### config.mk
export PLATFORM = sky130hd
export DESIGN_NAME = dle_etx_record_deframer_flat
export DESIGN_NICKNAME = d
export VERILOG_FILES = /design/src/rtl/detx_pkg.sv /design/src/rtl/detx_if.sv /design/src/rtl/detx_unstuff.sv /design/src/rtl/detx_classify.sv /design/src/rtl/dle_etx_record_deframer.sv /design/src/flat_wrapper.sv
export SDC_FILE = /design/constraint.sdc
export NUM_CORES = 1
export LEC_CHECK = 0
export BUFFER_PORTS_ARGS = -buffer_cell sky130_fd_sc_hd__buf_2
export CORE_AREA = 3 3 101 103
export CTS_BUF_LIST = sky130_fd_sc_hd__clkbuf_16
export DETAILED_ROUTE_END_ITERATION = 8
export DIE_AREA = 0 0 104 106
export PLACE_DENSITY = 0.51
export REMOVE_ABC_BUFFERS = 1
export SLEW_MARGIN = 20
export SYNTH_ARGS = -nofsm -noshare
export SYNTH_HDL_FRONTEND = slang
export SYNTH_SLANG_ARGS = --single-unit
### constraint.sdc
create_clock -name clk -period 2.8 [get_ports clk]
set_input_delay 0.14 -clock clk [delete_from_list [all_inputs] [get_ports clk]]
set_output_delay 0.14 -clock clk [all_outputs]
set_load 0.02 [all_outputs]
### src/rtl/detx_pkg.sv
// shared types and constants for the dle/etx record deframer
`default_nettype none

package detx_pkg;

    localparam int unsigned ByteW = 8;
    localparam int unsigned RoleW = 2;

    localparam logic [ByteW-1:0] CH_ETX   = 8'h03;
    localparam logic [ByteW-1:0] CH_DLE   = 8'h10;
    localparam logic [ByteW-1:0] TYPE_POS = 8'h28;
    localparam logic [ByteW-1:0] TYPE_RCV = 8'h29;
    localparam logic [ByteW-1:0] TYPE_EPH = 8'h2a;

    // escape machine states
    typedef enum logic [1:0] {
        ESC_DATA      = 2'd0,
        ESC_AFTER_DLE = 2'd1,
        ESC_BETWEEN   = 2'd2
    } esc_state_t;

    // field phase doubles as the role code of the emitted byte
    typedef enum logic [RoleW-1:0] {
        PH_TYPE    = 2'd0,
        PH_LEN     = 2'd1,
        PH_PAYLOAD = 2'd2,
        PH_CHECK   = 2'd3
    } phase_t;

    // decoded byte handed from the unstuffer to the classifier
    typedef struct packed {
        logic             emit;
        logic [ByteW-1:0] value;
    } dec_byte_t;

    // one result transaction
    typedef struct packed {
        logic [ByteW-1:0] byte_value;
        logic [RoleW-1:0] byte_role;
        logic [ByteW-1:0] payload_index;
        logic             type_unknown;
        logic             checksum_ok;
        logic             record_last;
    } result_t;

endpackage

`default_nettype wire

### src/rtl/detx_if.sv
// valid/ready channel interfaces for raw bytes and decoded results
`default_nettype none

interface detx_raw_if;
    logic                        valid;
    logic                        ready;
    logic [detx_pkg::ByteW-1:0]  raw_byte;

    modport source (output valid, output raw_byte, input ready);
    modport sink   (input valid, input raw_byte, output ready);
endinterface

interface detx_rec_if;
    logic                        valid;
    logic                        ready;
    logic [detx_pkg::ByteW-1:0]  byte_value;
    logic [detx_pkg::RoleW-1:0]  byte_role;
    logic [detx_pkg::ByteW-1:0]  payload_index;
    logic                        type_unknown;
    logic                        checksum_ok;
    logic                        record_last;

    modport source (
        output valid, output byte_value, output byte_role, output payload_index,
        output type_unknown, output checksum_ok, output record_last,
        input ready
    );
    modport sink (
        input valid, input byte_value, input byte_role, input payload_index,
        input type_unknown, input checksum_ok, input record_last,
        output ready
    );
endinterface

`default_nettype wire

### src/rtl/detx_unstuff.sv
// dle escape machine: removes stuffing and drops bytes between frames
`default_nettype none

module detx_unstuff (
    input  wire logic                       clk,
    input  wire logic                       rst_n,
    input  wire logic                       consume,
    input  wire logic [detx_pkg::ByteW-1:0] raw_byte,
    output detx_pkg::dec_byte_t             dec
);
    import detx_pkg::*;

    esc_state_t state_reg;
    esc_state_t state_next;

    always_comb
    begin
        state_next = state_reg;
        if (consume)
        begin
            case (state_reg)
                ESC_AFTER_DLE:
                begin
                    state_next = (raw_byte == CH_ETX) ? ESC_BETWEEN : ESC_DATA;
                end
                ESC_BETWEEN:
                begin
                    if (raw_byte == CH_DLE)
                    begin
                        state_next = ESC_AFTER_DLE;
                    end
                end
                default:
                begin
                    state_next = (raw_byte == CH_DLE) ? ESC_AFTER_DLE : ESC_DATA;
                end
            endcase
        end
    end

    always_comb
    begin
        dec.value = raw_byte;
        case (state_reg)
            ESC_AFTER_DLE: dec.emit = consume && (raw_byte != CH_ETX);
            ESC_BETWEEN:   dec.emit = 1'b0;
            default:       dec.emit = consume && (raw_byte != CH_DLE);
        endcase
    end

    always_ff @(posedge clk or negedge rst_n)
    begin
        if (!rst_n)
        begin
            state_reg <= ESC_DATA;
        end
        else
        begin
            state_reg <= state_next;
        end
    end

endmodule

`default_nettype wire

### src/rtl/detx_classify.sv
// field tracker: tags each decoded byte with its record role and checks the sum
`default_nettype none

module detx_classify (
    input  wire logic                 clk,
    input  wire logic                 rst_n,
    input  wire detx_pkg::dec_byte_t  dec,
    output detx_pkg::result_t         res
);
    import detx_pkg::*;

    phase_t           phase_reg;
    phase_t           phase_next;
    logic [ByteW-1:0] remain_reg;
    logic [ByteW-1:0] remain_next;
    logic [ByteW-1:0] pos_reg;
    logic [ByteW-1:0] pos_next;
    logic [ByteW-1:0] sum_reg;
    logic [ByteW-1:0] sum_next;
    logic             unk_reg;
    logic             unk_next;
    logic [ByteW-1:0] sum_add;
    logic [ByteW-1:0] remain_dec;

    assign sum_add    = sum_reg + dec.value;
    assign remain_dec = remain_reg - 8'd1;

    always_comb
    begin
        phase_next  = phase_reg;
        remain_next = remain_reg;
        pos_next    = pos_reg;
        sum_next    = sum_reg;
        unk_next    = unk_reg;
        res.byte_value    = dec.value;
        res.byte_role     = phase_reg;
        res.payload_index = '0;
        res.checksum_ok   = 1'b0;
        res.record_last   = 1'b0;
        case (phase_reg)
            PH_TYPE:
            begin
                sum_next   = dec.value;
                unk_next   = !((dec.value == TYPE_POS) || (dec.value == TYPE_RCV)
                               || (dec.value == TYPE_EPH));
                phase_next = PH_LEN;
            end
            PH_LEN:
            begin
                sum_next    = sum_add;
                remain_next = dec.value;
                pos_next    = '0;
                phase_next  = (dec.value != '0) ? PH_PAYLOAD : PH_CHECK;
            end
            PH_PAYLOAD:
            begin
                sum_next          = sum_add;
                res.payload_index = pos_reg;
                pos_next          = pos_reg + 8'd1;
                remain_next       = remain_dec;
                if (remain_dec == '0)
                begin
                    phase_next = PH_CHECK;
                end
            end
            default:
            begin
                res.checksum_ok = (sum_add == '0);
                res.record_last = 1'b1;
                sum_next        = '0;
                phase_next      = PH_TYPE;
            end
        endcase
        // flag reflects the type of the record this byte belongs to
        res.type_unknown = unk_next;
    end

    always_ff @(posedge clk or negedge rst_n)
    begin
        if (!rst_n)
        begin
            phase_reg  <= PH_TYPE;
            remain_reg <= '0;
            pos_reg    <= '0;
            sum_reg    <= '0;
            unk_reg    <= 1'b0;
        end
        else if (dec.emit)
        begin
            phase_reg  <= phase_next;
            remain_reg <= remain_next;
            pos_reg    <= pos_next;
            sum_reg    <= sum_next;
            unk_reg    <= unk_next;
        end
    end

endmodule

`default_nettype wire

### src/rtl/dle_etx_record_deframer.sv
// Takes one raw byte per cycle, strips DLE stuffing, skips bytes between an
// ETX frame end and the next DLE, and tags each decoded byte as record type,
// length, payload byte (with index) or checksum, with checksum pass on the
// last byte of each record. One transaction is accepted every cycle when the
// output is not stalled; an accepted raw byte waits in the input register,
// and its decode lands in the result register, which presents the result.
// The escape and field state update together as each byte is consumed,
// which sets the one-byte-per-cycle rate. Escape bytes and bytes between
// frames give no result.
`default_nettype none

module dle_etx_record_deframer (
    input  wire logic  clk,
    input  wire logic  rst_n,
    detx_raw_if.sink   byte_in,
    detx_rec_if.source rec_out
);
    import detx_pkg::*;

    logic             in_vld_reg;
    logic             in_vld_next;
    logic [ByteW-1:0] in_byte_reg;
    logic             out_vld_reg;
    logic             out_vld_next;
    result_t          out_data_reg;
    logic             advance;
    logic             consume;
    dec_byte_t        dec;
    result_t          res;

    // result register free or draining this cycle
    assign advance       = !out_vld_reg || rec_out.ready;
    assign consume       = in_vld_reg && advance;
    assign byte_in.ready = !in_vld_reg || advance;

    always_comb
    begin
        in_vld_next  = byte_in.ready ? byte_in.valid : in_vld_reg;
        out_vld_next = advance ? dec.emit : out_vld_reg;
    end

    detx_unstuff u_unstuff (
        .clk      (clk),
        .rst_n    (rst_n),
        .consume  (consume),
        .raw_byte (in_byte_reg),
        .dec      (dec)
    );

    detx_classify u_classify (
        .clk   (clk),
        .rst_n (rst_n),
        .dec   (dec),
        .res   (res)
    );

    always_ff @(posedge clk or negedge rst_n)
    begin
        if (!rst_n)
        begin
            in_vld_reg  <= 1'b0;
            out_vld_reg <= 1'b0;
        end
        else
        begin
            in_vld_reg  <= in_vld_next;
            out_vld_reg <= out_vld_next;
        end
    end

    always_ff @(posedge clk)
    begin
        if (byte_in.valid && byte_in.ready)
        begin
            in_byte_reg <= byte_in.raw_byte;
        end
        if (dec.emit)
        begin
            out_data_reg <= res;
        end
    end

    assign rec_out.valid         = out_vld_reg;
    assign rec_out.byte_value    = out_data_reg.byte_value;
    assign rec_out.byte_role     = out_data_reg.byte_role;
    assign rec_out.payload_index = out_data_reg.payload_index;
    assign rec_out.type_unknown  = out_data_reg.type_unknown;
    assign rec_out.checksum_ok   = out_data_reg.checksum_ok;
    assign rec_out.record_last   = out_data_reg.record_last;

    a_last_on_check: assert property (@(posedge clk) disable iff (!rst_n)
        rec_out.valid |-> (rec_out.record_last == (rec_out.byte_role == PH_CHECK)))
        else $error("record_last does not match checksum role");

    a_index_payload_only: assert property (@(posedge clk) disable iff (!rst_n)
        (rec_out.valid && (rec_out.byte_role != PH_PAYLOAD)) |-> (rec_out.payload_index == '0))
        else $error("payload index set outside payload role");

    a_ok_on_last_only: assert property (@(posedge clk) disable iff (!rst_n)
        (rec_out.valid && !rec_out.record_last) |-> !rec_out.checksum_ok)
        else $error("checksum pass outside checksum byte");

    a_stall_both_full: assert property (@(posedge clk) disable iff (!rst_n)
        !byte_in.ready |-> (in_vld_reg && out_vld_reg))
        else $error("input stalled with a free register stage");

    a_emit_needs_input: assert property (@(posedge clk) disable iff (!rst_n)
        dec.emit |-> in_vld_reg)
        else $error("decoded byte emitted with no byte in input register");

endmodule

`default_nettype wire
### src/flat_wrapper.sv
// flat-port wrapper written by rule: the top's interface ports become plain ports
module dle_etx_record_deframer_flat import detx_pkg::*;
  (clk, rst_n, byte_in_valid, byte_in_raw_byte, byte_in_ready, rec_out_valid, rec_out_byte_value, rec_out_byte_role, rec_out_payload_index, rec_out_type_unknown, rec_out_checksum_ok, rec_out_record_last, rec_out_ready);
  detx_raw_if byte_in_i ();
  detx_rec_if rec_out_i ();
  input  wire logic clk;
  input  wire logic rst_n;
  input wire logic [$bits(byte_in_i.valid)-1:0] byte_in_valid;
  input wire logic [$bits(byte_in_i.raw_byte)-1:0] byte_in_raw_byte;
  output wire logic [$bits(byte_in_i.ready)-1:0] byte_in_ready;
  output wire logic [$bits(rec_out_i.valid)-1:0] rec_out_valid;
  output wire logic [$bits(rec_out_i.byte_value)-1:0] rec_out_byte_value;
  output wire logic [$bits(rec_out_i.byte_role)-1:0] rec_out_byte_role;
  output wire logic [$bits(rec_out_i.payload_index)-1:0] rec_out_payload_index;
  output wire logic [$bits(rec_out_i.type_unknown)-1:0] rec_out_type_unknown;
  output wire logic [$bits(rec_out_i.checksum_ok)-1:0] rec_out_checksum_ok;
  output wire logic [$bits(rec_out_i.record_last)-1:0] rec_out_record_last;
  input wire logic [$bits(rec_out_i.ready)-1:0] rec_out_ready;
  assign byte_in_i.valid = byte_in_valid;
  assign byte_in_i.raw_byte = byte_in_raw_byte;
  assign byte_in_ready = byte_in_i.ready;
  assign rec_out_valid = rec_out_i.valid;
  assign rec_out_byte_value = rec_out_i.byte_value;
  assign rec_out_byte_role = rec_out_i.byte_role;
  assign rec_out_payload_index = rec_out_i.payload_index;
  assign rec_out_type_unknown = rec_out_i.type_unknown;
  assign rec_out_checksum_ok = rec_out_i.checksum_ok;
  assign rec_out_record_last = rec_out_i.record_last;
  assign rec_out_i.ready = rec_out_ready;
  dle_etx_record_deframer u_core (.clk(clk), .rst_n(rst_n), .byte_in(byte_in_i), .rec_out(rec_out_i));
endmodule
; Yosys cells after proc, flatten, opt, wreduce, memory -nomap -nowiden
; Index checks and enable logic that the tools add are counted.
[op_classes]
mux = 13
n_reduce_logical = 21
add_sub_neg = 3
eq_ne = 13
[op_table]
columns = operator, n
row1 = $pmux W8 S2, 3
row2 = $eq A8 B6 Y1 const B, 3
row3 = $logic_not A8 Y1, 2
row4 = $add A8 B1 Y8 const B, 1
row5 = $add A8 B8 Y8, 1
row6 = $eq A8 B2 Y1 const B, 1
row7 = $eq A8 B5 Y1 const B, 1
row8 = $ne A8 B2 Y1 const B, 1
row9 = $ne A8 B5 Y1 const B, 1
row10 = $reduce_bool A8 Y1, 1
row11 = $sub A8 B1 Y8 const B, 1
row12 = $mux W2, 3
row13 = $pmux W2 S3, 1
row14 = $reduce_and A2 Y1, 3
row15 = $eq A2 B1 Y1 const B, 2
row16 = $eq A2 B2 Y1 const B, 2
row17 = $logic_and A1 B1 Y1, 4
row18 = $logic_or A1 B1 Y1, 4
row19 = $mux W1, 4
row20 = $ne A2 B2 Y1 const B, 2
row21 = $pmux W2 S2, 1
row22 = $logic_not A1 Y1, 3
row23 = $reduce_or A3 Y1, 1
row24 = $logic_not A2 Y1, 1
row25 = other kinds (3), 3
[word_totals]
out_inout_bits = 23
wordCells = 65
ff_bits = 60
in_bits = 12

; Logic depth before layout (Yosys ltp)
; Gate-level depths: netlist of the first run.
[depth]
depth_word = 6
mapped_depth = 8
depth_no_buf = 8

; Cells and area by module
; Synthesis of the first run repeated with hierarchy kept, for this count alone.
[unflattened]
cells_unflattened = 282
area_unflattened_um2 = 3131.8
[modules_own_cells]
columns = module, cells_per_inst, area_each_um2, instances
row1 = detx_classify, 216, 1905.6, 1
row2 = dle_etx_record_deframer, 37, 974.7, 1
row3 = detx_unstuff, 29, 251.5, 1

; Worst setup path after synthesis of the first run
; OpenSTA, ideal clock, no wires.
[synth_path]
path_kind = register -> register
start = register u_core.u_unstuff.state_reg[0]
end = register u_core.u_classify.phase_reg[0]
t_arrival_ps = 2280
period_less_slack_ps = 2407
slack_ps = 393
n_path_buf = 0
path_stages_with_launch = 8
setup_time_ps = 128
cell_sequence = dfrtp_1 -> ha_1 -> or4b_4 -> a2111oi_4 -> or2b_4 -> inv_4 -> a41oi_4 -> mux2_1
[synth_rtl]
columns = item, line_no
row1 = start: declaration, detx_unstuff.sv:13  ; esc_state_t state_reg;
row2 = start signal: assignment, detx_unstuff.sv:59  ; state_reg <= state_next;
row3 = end signal: assignment, detx_classify.sv:90  ; phase_reg <= phase_next;
row4 = end: declaration, detx_classify.sv:12  ; phase_t phase_reg;

; Worst setup path after layout of the first run
[layout_path]
start = register u_core.in_byte_reg[0]
end = register u_core.out_data_reg, in the netlist u_core.rec_out.checksum_ok, data pin
[layout_between]
elab_chain_len = 2
[layout_rtl]
columns = item, line_no
row1 = start: declaration, dle_etx_record_deframer.sv:22  ; logic [ByteW-1:0] in_byte_reg;
row2 = start signal: assignment, dle_etx_record_deframer.sv:75  ; in_byte_reg <= byte_in.raw_byte;
row3 = $add A8 B8 Y8, detx_classify.sv:25  ; assign sum_add = sum_reg + dec.value;
row4 = $logic_not A8 Y1, detx_classify.sv:68  ; res.checksum_ok = (sum_add == '0);
row5 = end signal: assignment, dle_etx_record_deframer.sv:79  ; out_data_reg <= res;
row6 = end: declaration, dle_etx_record_deframer.sv:25  ; result_t out_data_reg;
; No other way between the ends.
; A chain may end at the register's enable or synchronous reset.

==> results of run 1 <==
==> cells in the final DEF, fill, tap and decap left out, drive strengths merged, types with 3 or more instances in the layout <==
| master | Yosys | routed |
|---|---|---|
| mux2 | 3 | 3 |
| a31oi | 3 | 3 |
| a22o | 6 | 6 |
| nand4b | 3 | 3 |
| a21oi | 11 | 11 |
| nand2b | 5 | 5 |
| edfxtp | 29 | 29 |
| nor2 | 23 | 23 |
| o221ai | 4 | 4 |
| dfrtp | 31 | 31 |
| buf | 5 | 45 |
| clkbuf | 8 | 9 |
| ha | 17 | 17 |
| or4 | 3 | 3 |
| xor2 | 4 | 4 |
| nand3 | 6 | 6 |
| o31ai | 5 | 5 |
| and2 | 7 | 7 |
| inv | 14 | 15 |
| o22a | 4 | 4 |
| nor2b | 5 | 5 |
| nand2 | 35 | 35 |
| nor3 | 7 | 7 |
| nor3b | 3 | 3 |
| dlygate4sd3 | 0 | 9 |
| a41oi | 3 | 3 |
| clkinv | 0 | 4 |
| a2111oi | 3 | 3 |
| nand3b | 7 | 7 |
| o21ai | 11 | 11 |
==> how the worst min path moves through the flow <==
stage	cells past startpoint	to	slack, ps
finish	2	u_core.in_vld_reg$_DFFE_PN0N_	10
global route	2	u_core.in_vld_reg$_DFFE_PN0N_	30
CTS	2	u_core.in_vld_reg$_DFFE_PN0N_	4
detailed placement	1	u_core.u_classify.sum_reg[4]$_DFFE_PN0P_	290
global placement	1	u_core.u_classify.sum_reg[6]$_DFFE_PN0P_	290
floorplan	0	u_core.in_vld_reg$_DFFE_PN0N_	-160
==> metal layers <==
layer  up-vias  global-route usage  wire length [microns]
met5         -                   0                      0
met4         0              0.0437                     75
met3         8              0.0316                    267
met2        50               0.217                   3280
met1      1143               0.196                   3830
li1       1221                   -                      -
==> area by class of cell <==
cell class | instances | area [sq um]
fillers | 906 | 5290
flip-flops and latches | 60 | 1650
multi-input cells | 212 | 1480
repair buffers | 54 | 343
clock buffers | 9 | 225
well taps | 129 | 161
clock inverters | 7 | 82.6
inverters | 14 | 55.1
==> worst max-delay path: stages, from the launching register on <==
cell and delay (ps):
edfxtp_1 520, ha_1 270, fa_1 410, a211oi_1 340, nor2_1 90, xor2_1 150, or4_1 400, nor3_1 140
==> power groups by stage <==
stage	clock, W	sequential, W	combinational (W)
after floorplan	0	0.00148	0.00117
after detailed placement	0	0.00146	0.00165
after global placement	0	0.00146	0.00165
after global routing	0.00122	0.00149	0.00188
after CTS	0.00118	0.00145	0.00168
final	0.00115	0.00145	0.00166
==> logic make-up after synthesis <==
kind of cell,after synthesis,share of synthesized area
AND/OR/NAND/NOR,113,0.182
multiplexers,5,0.0166
AO/OA/AOI/OAI,70,0.170
XOR/XNOR,6,0.0162
buffers and inverters,27,0.0359
flip-flops,60,0.508
adder cells (fa/ha/maj),18,0.0718
==> through the flow <==
| step | utilization | setup slack (ps) | total power, W | hold slack [ps] |
|---|---|---|---|---|
| 2_1_floorplan | - | 318 | 0.00265 | -156 |
| 3_3_place_gp | 0.387 | 374 | 0.00312 | 292 |
| 3_5_place_dp | 0.387 | 348 | 0.00312 | 293 |
| 4_1_cts | 0.430 | 308 | 0.00430 | 4.41 |
| 5_1_grt | 0.430 | 170 | 0.00459 | 31.8 |
| 6_report | 0.430 | 323 | 0.00426 | 13.7 |
==> repair_timing <==
item	CTS	global route
hold buffers	9	0
endpoints found under the hold margin	39	0
endpoints found under the setup margin	0	0
==> results.py, run 1 <==
metrics = {
    "logic_synthesis": {
        "yosysSeqAreaShare": 0.508,
        "synth_warnings": 0,
        "netlist_area_sq_mm": 0.00324,
        "synth-edff-count": 29,
        "syn_inst": 299,
        "yosysMostFrequentCell": "nand2_1",
        "synth.avg_cell_area_sq_um": 10.8,
        "ys_seq_elements": 60,
        "synth_top_area_share": 0.269,
        "async_flop_share": 0.517,
        "ys.flop_type": "dfrtp_1",
        "synthTopCellsByArea": "edfxtp_1 (27%), dfrtp_1 (24%), ha_1 (6.6%), nand2_1 (4.1%), nor2_1 (2.7%)",
        "synth.lib_cells_used.distinct": 59,
        "yosysTopAreaCell": "edfxtp_1",
        "synth_common_cells": "nand2_1 (35), dfrtp_1 (31), edfxtp_1 (29)",
    },
    "cells_and_area": {
        "antenna_cells": 0,
        "drive_gt1_frac": 0.191,
        "syn_to_final_growth_pct": 23.2,
        "final_cells": 485,
        "nets": 381,
        "final_area_sq_mm": 0.00399,
    },
    "setup_path": {
        "end_kind": "register",
        "crit_fanout": 8,
        "worstSetupStartpointType": "register",
        "r2r-start": "u_core.in_byte_reg[0]$_DFFE_PP_",
        "timing.rr.end": "u_core.rec_out.checksum_ok$_SDFFCE_PN0P_",
        "critPathArrivalTime_ps": 2640,
        "rr_worst_depth": 7,
        "worstSetupPathType": "register to register",
        "worst_ep_required_time_ps": 2960,
        "rrSetupSlack_ps": 320,
        "cp-startpoint": "u_core.in_byte_reg[0]$_DFFE_PP_",
        "cp-endpoint": "u_core.rec_out.checksum_ok$_SDFFCE_PN0P_",
    },
    "job": {
        "drv_cap": 0,
    },
    "floorplan": {
        "ioPinCount": 35,
        "die_h_microns": 106,
        "die_w_microns": 104,
        "dieArea_sq_mm": 0.0110,
        "start_util": 0.349,
        "core.rowCount": 35,
        "core_sq_mm": 0.00928,
    },
    "clocking": {
        "clock_latency_ps": 320,
        "cts_resized": 0,
        "clk_path_buf_depth": 2,
        "clkTransAtPathRegs_ps": 60,
        "cts_tree": "built",
        "cts.sinks": 60,
        "cts_setup_buffers": 0,
        "cts_max_level": 3,
        "cts_buffers": 9,
        "cts_root_buf": "clkbuf_16",
    },
    "timing": {
        "setup_viol": 0,
        "max_freq_mhz": 404,
        "min_period_over_period": 0.885,
        "hold_viol": 0,
        "finalCriticalPeriod_ps": 2480,
        "slew_headroom": 0.474,
        "tightest_slew_ps": 789,
        "fin_skew_ps": 6.25,
        "rsz0062_at_grt": "false",
        "slew_violations": 0,
        "fin_setup_tns_ps": 0,
    },
    "route": {
        "drc": 0,
        "vias_per_cell": 4.99,
        "wl_per_cell_microns": 15.3,
        "dr.pass1.iters": 4,
        "vias": 2422,
        "drt_iter0_drc": 129,
        "ant_nets": 0,
        "wl_microns": 7440,
    },
    "global_routing": {
        "overflow": 0,
        "grt_pass1_wl_microns": 12400,
        "grt_max_degree": 39,
        "grt_usage": 0.140,
        "antenna_found_initial": 0,
        "grt_pass1_vias": 2419,
    },
    "power_and_ir_drop": {
        "powerDensity_mw_per_mm2": 1070,
        "p_leak_nw": 1.67,
        "vdd_drop_max_mv": 0.425,
        "p_int_w": 0.00268,
        "comb_power_share": 0.389,
        "swShare": 0.372,
        "clkPwrFrac": 0.270,
        "seq_power_share": 0.341,
        "p_sw_w": 0.00159,
    },
    "placement": {
        "gp_congestion": 0.772,
        "placed_cell_area_sq_mm": 0.00359,
        "dp_hpwl_microns": 5070,
        "dp_cells": 460,
        "io_buffer_count": 34,
    },
    "hold_path": {
        "min_from": "byte_in_valid",
        "holdCritPathClass": "input port to register",
    },
    "run_status": {
        "status": "complete, no violations",
    },
}
Note: power is estimated with default switching activity, not from simulation.
==> run 2: changes to the inputs <==
--- a/config.mk
+++ b/config.mk
@@ -6,11 +6,11 @@
 export NUM_CORES = 1
 export LEC_CHECK = 0
 export BUFFER_PORTS_ARGS = -buffer_cell sky130_fd_sc_hd__buf_2
-export CORE_AREA = 3 3 101 103
+export CORE_AREA = 3 3 79 81
 export CTS_BUF_LIST = sky130_fd_sc_hd__clkbuf_16
 export DETAILED_ROUTE_END_ITERATION = 8
-export DIE_AREA = 0 0 104 106
-export PLACE_DENSITY = 0.51
+export DIE_AREA = 0 0 82 84
+export PLACE_DENSITY = 0.78
 export REMOVE_ABC_BUFFERS = 1
 export SLEW_MARGIN = 20
 export SYNTH_ARGS = -nofsm -noshare
==> results.py, run 2 (synthesis results as in run 1) <==
metrics = {
    "run_status": {
        "status": "complete, no violations",
    },
    "power_and_ir_drop": {
        "seq_power_share": 0.350,
        "p_sw_w": 0.00160,
        "swShare": 0.383,
        "clkPwrFrac": 0.249,
        "powerDensity_mw_per_mm2": 1080,
        "vdd_drop_max_mv": 0.767,
        "comb_power_share": 0.401,
        "p_leak_nw": 1.65,
        "power_w": 0.00419,
        "p_int_w": 0.00258,
    },
    "timing": {
        "max_freq_mhz": 406,
        "min_period_over_period": 0.880,
        "fin_setup_tns_ps": 0,
        "setup_viol": 0,
        "tightest_slew_ps": 743,
        "slew_violations": 0,
        "slew_headroom": 0.505,
        "hold_viol": 0,
        "finalCriticalPeriod_ps": 2460,
        "hold_ws_ps": 22.0,
        "rsz0062_at_grt": "false",
        "fin_skew_ps": 4.57,
    },
    "setup_path": {
        "slowest_delay_ps": 550,
        "crit_fanout": 27,
        "cp-startpoint": "u_core.u_unstuff.state_reg[1]$_DFFE_PN0P_",
        "r2r-start": "u_core.u_unstuff.state_reg[1]$_DFFE_PN0P_",
        "cp-endpoint": "u_core.u_classify.remain_reg[6]$_DFFE_PN0P_",
        "crit_buf_inv": 3,
        "crit_top_cell": "a31oi_1",
        "rrSetupSlack_ps": 340,
        "end_kind": "register",
        "worst_ep_required_time_ps": 2970,
        "cp_slowest_cell": "or4b_4",
        "timing.rr.end": "u_core.u_classify.remain_reg[6]$_DFFE_PN0P_",
        "path_delay_family": "simple AND/OR/NAND/NOR gates",
        "rr_worst_depth": 9,
        "worstSetupStartpointType": "register",
        "worst-path-stages": 9,
        "crit_chain": "inv_1, ha_1, or4b_4, a2111oi_4, or2b_4, inv_4, buf_4, a31oi_1, a31oi_1",
        "worstSetupPathType": "register to register",
        "critPathArrivalTime_ps": 2640,
    },
    "placement": {
        "io_buffer_count": 34,
        "gp_congestion": 0.848,
        "dp_hpwl_microns": 4620,
        "placed_cell_area_sq_mm": 0.00351,
    },
    "global_routing": {
        "grt_pass1_vias": 2436,
        "grt_pass1_wl_microns": 11900,
        "antenna_found_initial": 0,
        "overflow": 0,
        "grt_usage": 0.229,
        "grt_max_degree": 39,
    },
    "cells_and_area": {
        "final_area_sq_mm": 0.00389,
        "fillers": 397,
        "final_cell_mix": "nand2_1 (35), buf_2 (34), dfrtp_1 (31)",
        "syn_to_final_growth_pct": 20.0,
        "nets": 380,
        "antenna_cells": 0,
        "drive_gt1_frac": 0.186,
        "layout_commonest_cell": "nand2_1",
    },
    "hold_path": {
        "holdCritPathClass": "input port to register",
        "min_from": "byte_in_valid",
    },
    "clocking": {
        "cts_max_level": 3,
        "cts_tree": "built",
        "clock_latency_ps": 320,
        "cts_setup_buffers": 0,
        "cts_buffers": 9,
        "cts.sinks": 60,
        "cts_root_buf": "clkbuf_16",
        "clk_path_buf_depth": 2,
        "clkTransAtPathRegs_ps": 50,
    },
    "floorplan": {
        "die_h_microns": 84,
        "start_util": 0.585,
        "core.rowCount": 27,
        "die_w_microns": 82,
        "ioPinCount": 35,
        "core_sq_mm": 0.00554,
        "dieArea_sq_mm": 0.00689,
    },
    "route": {
        "drt_iter0_drc": 187,
        "ant_nets": 0,
        "wl_per_cell_microns": 17.0,
        "dr.pass1.iters": 5,
        "wl_microns": 7270,
        "vias_per_cell": 6.00,
        "drc": 0,
        "vias": 2561,
    },
    "job": {
        "drv_cap": 0,
    },
}
-- run 2: changes by cell type in the layout (fill, tap and decap cells not counted) --
cell / delta
clkinvlp_4: +1
buf_4: -1
bufinv_16: -1
clkinv_2: -1
clkinv_1: +1
-- run 2: worst min-delay path by stage --
stage / endpoint / depth (start not counted)
floorplan: u_core.in_vld_reg$_DFFE_PN0N_ / 0
global placement: u_core.u_classify.sum_reg[6]$_DFFE_PN0P_ / 1
detailed placement: u_core.u_classify.sum_reg[4]$_DFFE_PN0P_ / 1
CTS: u_core.in_vld_reg$_DFFE_PN0N_ / 2
global route: u_core.in_vld_reg$_DFFE_PN0N_ / 2
finish: u_core.in_vld_reg$_DFFE_PN0N_ / 2
-- run 2: area by class of cell --
type | instances | area, sq um | area share
Clock buffer | 9 | 225 | 0.0579
Tap cell | 72 | 90.1 | 0.0232
Inverter | 14 | 55.1 | 0.0142
Clock inverter | 7 | 58.8 | 0.0151
Sequential cell | 60 | 1650 | 0.424
Timing Repair Buffer | 53 | 335 | 0.0863
Multi-Input combinational cell | 212 | 1480 | 0.380
-- run 2: power groups by stage --
stage	Clock [W]	Combinational, W	Sequential, W
final	0.00104	0.00168	0.00146
after global routing	0.00110	0.00187	0.00150
after CTS	0.00105	0.00166	0.00145
after detailed placement	0	0.00163	0.00146
after global placement	0	0.00159	0.00146
after floorplan	0	0.00117	0.00148
-- run 2: what timing repair did --
| item | CTS | global route |
|---|---|---|
| endpoints found under the hold margin | 39 | 0 |
| hold buffers | 9 | 0 |
| gates resized for setup | 0 | 0 |
-- run 2: stage by stage --
stage	std cells	utilization	worst slack (ps)
after floorplan	286	-	318
after global routing	427	0.702	205
after CTS	427	0.702	306
after detailed placement	402	0.634	362
after global placement	402	0.634	432
final	427	0.702	335
-- run 2: layer usage --
layer  vias to the layer above  global-route usage  share of wire
met4                         0              0.0876          0.017
met2                       102               0.360           0.49
li1                       1215                   -              -
met1                      1235               0.304           0.44
met5                         -                   0              0
met3                         9              0.0508          0.057
==> run 3: changes to the inputs <==
--- a/config.mk
+++ b/config.mk
@@ -11,6 +11,7 @@
 export DETAILED_ROUTE_END_ITERATION = 8
 export DIE_AREA = 0 0 82 84
 export PLACE_DENSITY = 0.78
+export RECOVER_POWER = 100
 export REMOVE_ABC_BUFFERS = 1
 export SLEW_MARGIN = 20
 export SYNTH_ARGS = -nofsm -noshare
==> results.py, run 3 (synthesis results as in run 1) <==
metrics = {
    "route": {
        "drt_iter0_drc": 109,
        "vias": 2567,
        "dr.pass1.iters": 5,
        "drc": 0,
        "wl_microns": 7320,
        "ant_nets": 0,
        "vias_per_cell": 6.01,
        "wl_per_cell_microns": 17.1,
    },
    "floorplan": {
        "dieArea_sq_mm": 0.00689,
        "start_util": 0.585,
        "die_w_microns": 82,
        "die_h_microns": 84,
        "ioPinCount": 35,
        "core_sq_mm": 0.00554,
        "core.rowCount": 27,
    },
    "clocking": {
        "cts_setup_buffers": 0,
        "clk_path_buf_depth": 2,
        "clock_latency_ps": 320,
        "cts_resized": 0,
        "cts.sinks": 60,
        "cts_root_buf": "clkbuf_16",
        "cts_tree": "built",
        "cts_max_level": 3,
        "clkTransAtPathRegs_ps": 50,
        "cts_buffers": 9,
        "hold_buffers": 9,
    },
    "hold_path": {
        "holdCritPathClass": "input port to register",
    },
    "global_routing": {
        "overflow": 0,
        "grt_pass1_vias": 2436,
        "grt_max_degree": 39,
        "antenna_found_initial": 0,
        "grt_pass1_wl_microns": 11900,
        "grt_usage": 0.229,
    },
    "timing": {
        "min_period_over_period": 0.904,
        "tightest_slew_ps": 1790,
        "setup_viol": 0,
        "fin_skew_ps": 4.95,
        "slew_violations": 32,
        "setup_slack_ps": 267,
        "hold_viol": 0,
        "rsz0062_at_grt": "false",
        "max_freq_mhz": 395,
        "finalCriticalPeriod_ps": 2530,
        "fin_setup_tns_ps": 0,
        "slew_headroom": -0.191,
    },
    "setup_path": {
        "worstSetupPathType": "register to register",
        "crit_fanout": 17,
        "end_kind": "register",
        "critPathArrivalTime_ps": 2720,
        "worst_ep_required_time_ps": 2990,
        "worstSetupStartpointType": "register",
    },
    "power_and_ir_drop": {
        "vdd_drop_max_mv": 0.762,
        "p_leak_nw": 1.55,
        "powerDensity_mw_per_mm2": 1080,
    },
    "cells_and_area": {
        "fillers": 427,
        "layout_commonest_cell": "nand2_1",
        "final_cell_mix": "nand2_1 (35), dfrtp_1 (31), clkbuf_1 (30)",
        "nets": 380,
        "antenna_cells": 0,
        "drive_gt1_frac": 0.0958,
        "syn_to_final_growth_pct": 18.0,
    },
    "run_status": {
        "violations": "max-capacitance violations, max-slew violations",
        "status": "complete, but fails checks",
    },
    "placement": {
        "dp_slack_ps": 362,
        "dp_hpwl_microns": 4620,
        "io_buffer_count": 34,
        "gp_congestion": 0.848,
    },
    "job": {
        "drv_cap": 1,
    },
}
==> run 3: cell types whose count changed in the layout (fill, tap and decap cells not counted), sizes merged <==
| cell | before | now |
|---|---|---|
| buf | 44 | 13 |
| clkbuf | 9 | 40 |
==> run 3: worst paths after layout <==
check	startpoint	to	slack [ps]	cells after the start
min in group asynchronous	rst_n	u_core.u_classify.sum_reg[4]$_DFFE_PN0P_	830	2
hold reg to reg	u_core.u_classify.sum_reg[2]$_DFFE_PN0P_	u_core.u_classify.sum_reg[2]$_DFFE_PN0P_	490	2
max in group asynchronous	rst_n	u_core.u_unstuff.state_reg[0]$_DFFE_PN0P_	930	2
setup reg to reg	u_core.u_unstuff.state_reg[1]$_DFFE_PN0P_	u_core.u_classify.pos_reg[3]$_DFFE_PN0P_	270	7
setup / recovery	u_core.u_unstuff.state_reg[1]$_DFFE_PN0P_	u_core.u_classify.pos_reg[3]$_DFFE_PN0P_	270	7
hold / removal	byte_in_valid	u_core.in_vld_reg$_DFFE_PN0N_	20	2
==> run 3: final cells by class <==
type                       instances  area (sq um)  area share
timing repair buffer              53           283      0.0740
multi-input combinational        212          1460       0.383
clock inverter                     7          58.8      0.0154
inverter                          14          55.1      0.0144
clock buffer                       9           225      0.0589
sequential                        60          1650       0.431
tap                               72          90.1      0.0236
==> run 3: stage by stage <==
stage,util,instances,power (W),area [sq um],hold slack (ps)
after floorplan,-,286,0.00265,3180,-156
after detailed placement,0.634,402,0.00309,3510,247
final,0.690,427,0.00414,3820,21.8
after CTS,0.702,427,0.00417,3890,14.2
after global routing,0.690,427,0.00443,3820,51.0
after global placement,0.634,402,0.00304,3510,246
==> run 3: report_power, final <==
| part | internal [W] | leakage (nW) | total (W) | switching (W) |
|---|---|---|---|---|
| clock network | 0.000674 | 0.141 | 0.00104 | 0.000367 |
| registers | 0.00121 | 0.664 | 0.00147 | 0.000255 |
| logic | 0.000658 | 0.745 | 0.00164 | 0.000978 |
| total | 0.00254 | 1.55 | 0.00414 | 0.00160 |
==> run 3: critical path: stages, from the launching register on <==
cell and delay (ps):
dfrtp_1 340, inv_1 60, ha_1 190, or4b_1 580, a2111oi_4 400, nand3b_2 380
clkbuf_2 290, o311ai_1 140
==> run 3: layer usage <==
layer | vias to the layer above | wire length, microns | global-route usage
li1 | 1215 | - | -
met1 | 1234 | 3160 | 0.304
met2 | 107 | 3570 | 0.360
met3 | 11 | 453 | 0.0508
met4 | 0 | 140 | 0.0876
met5 | - | 0 | 0
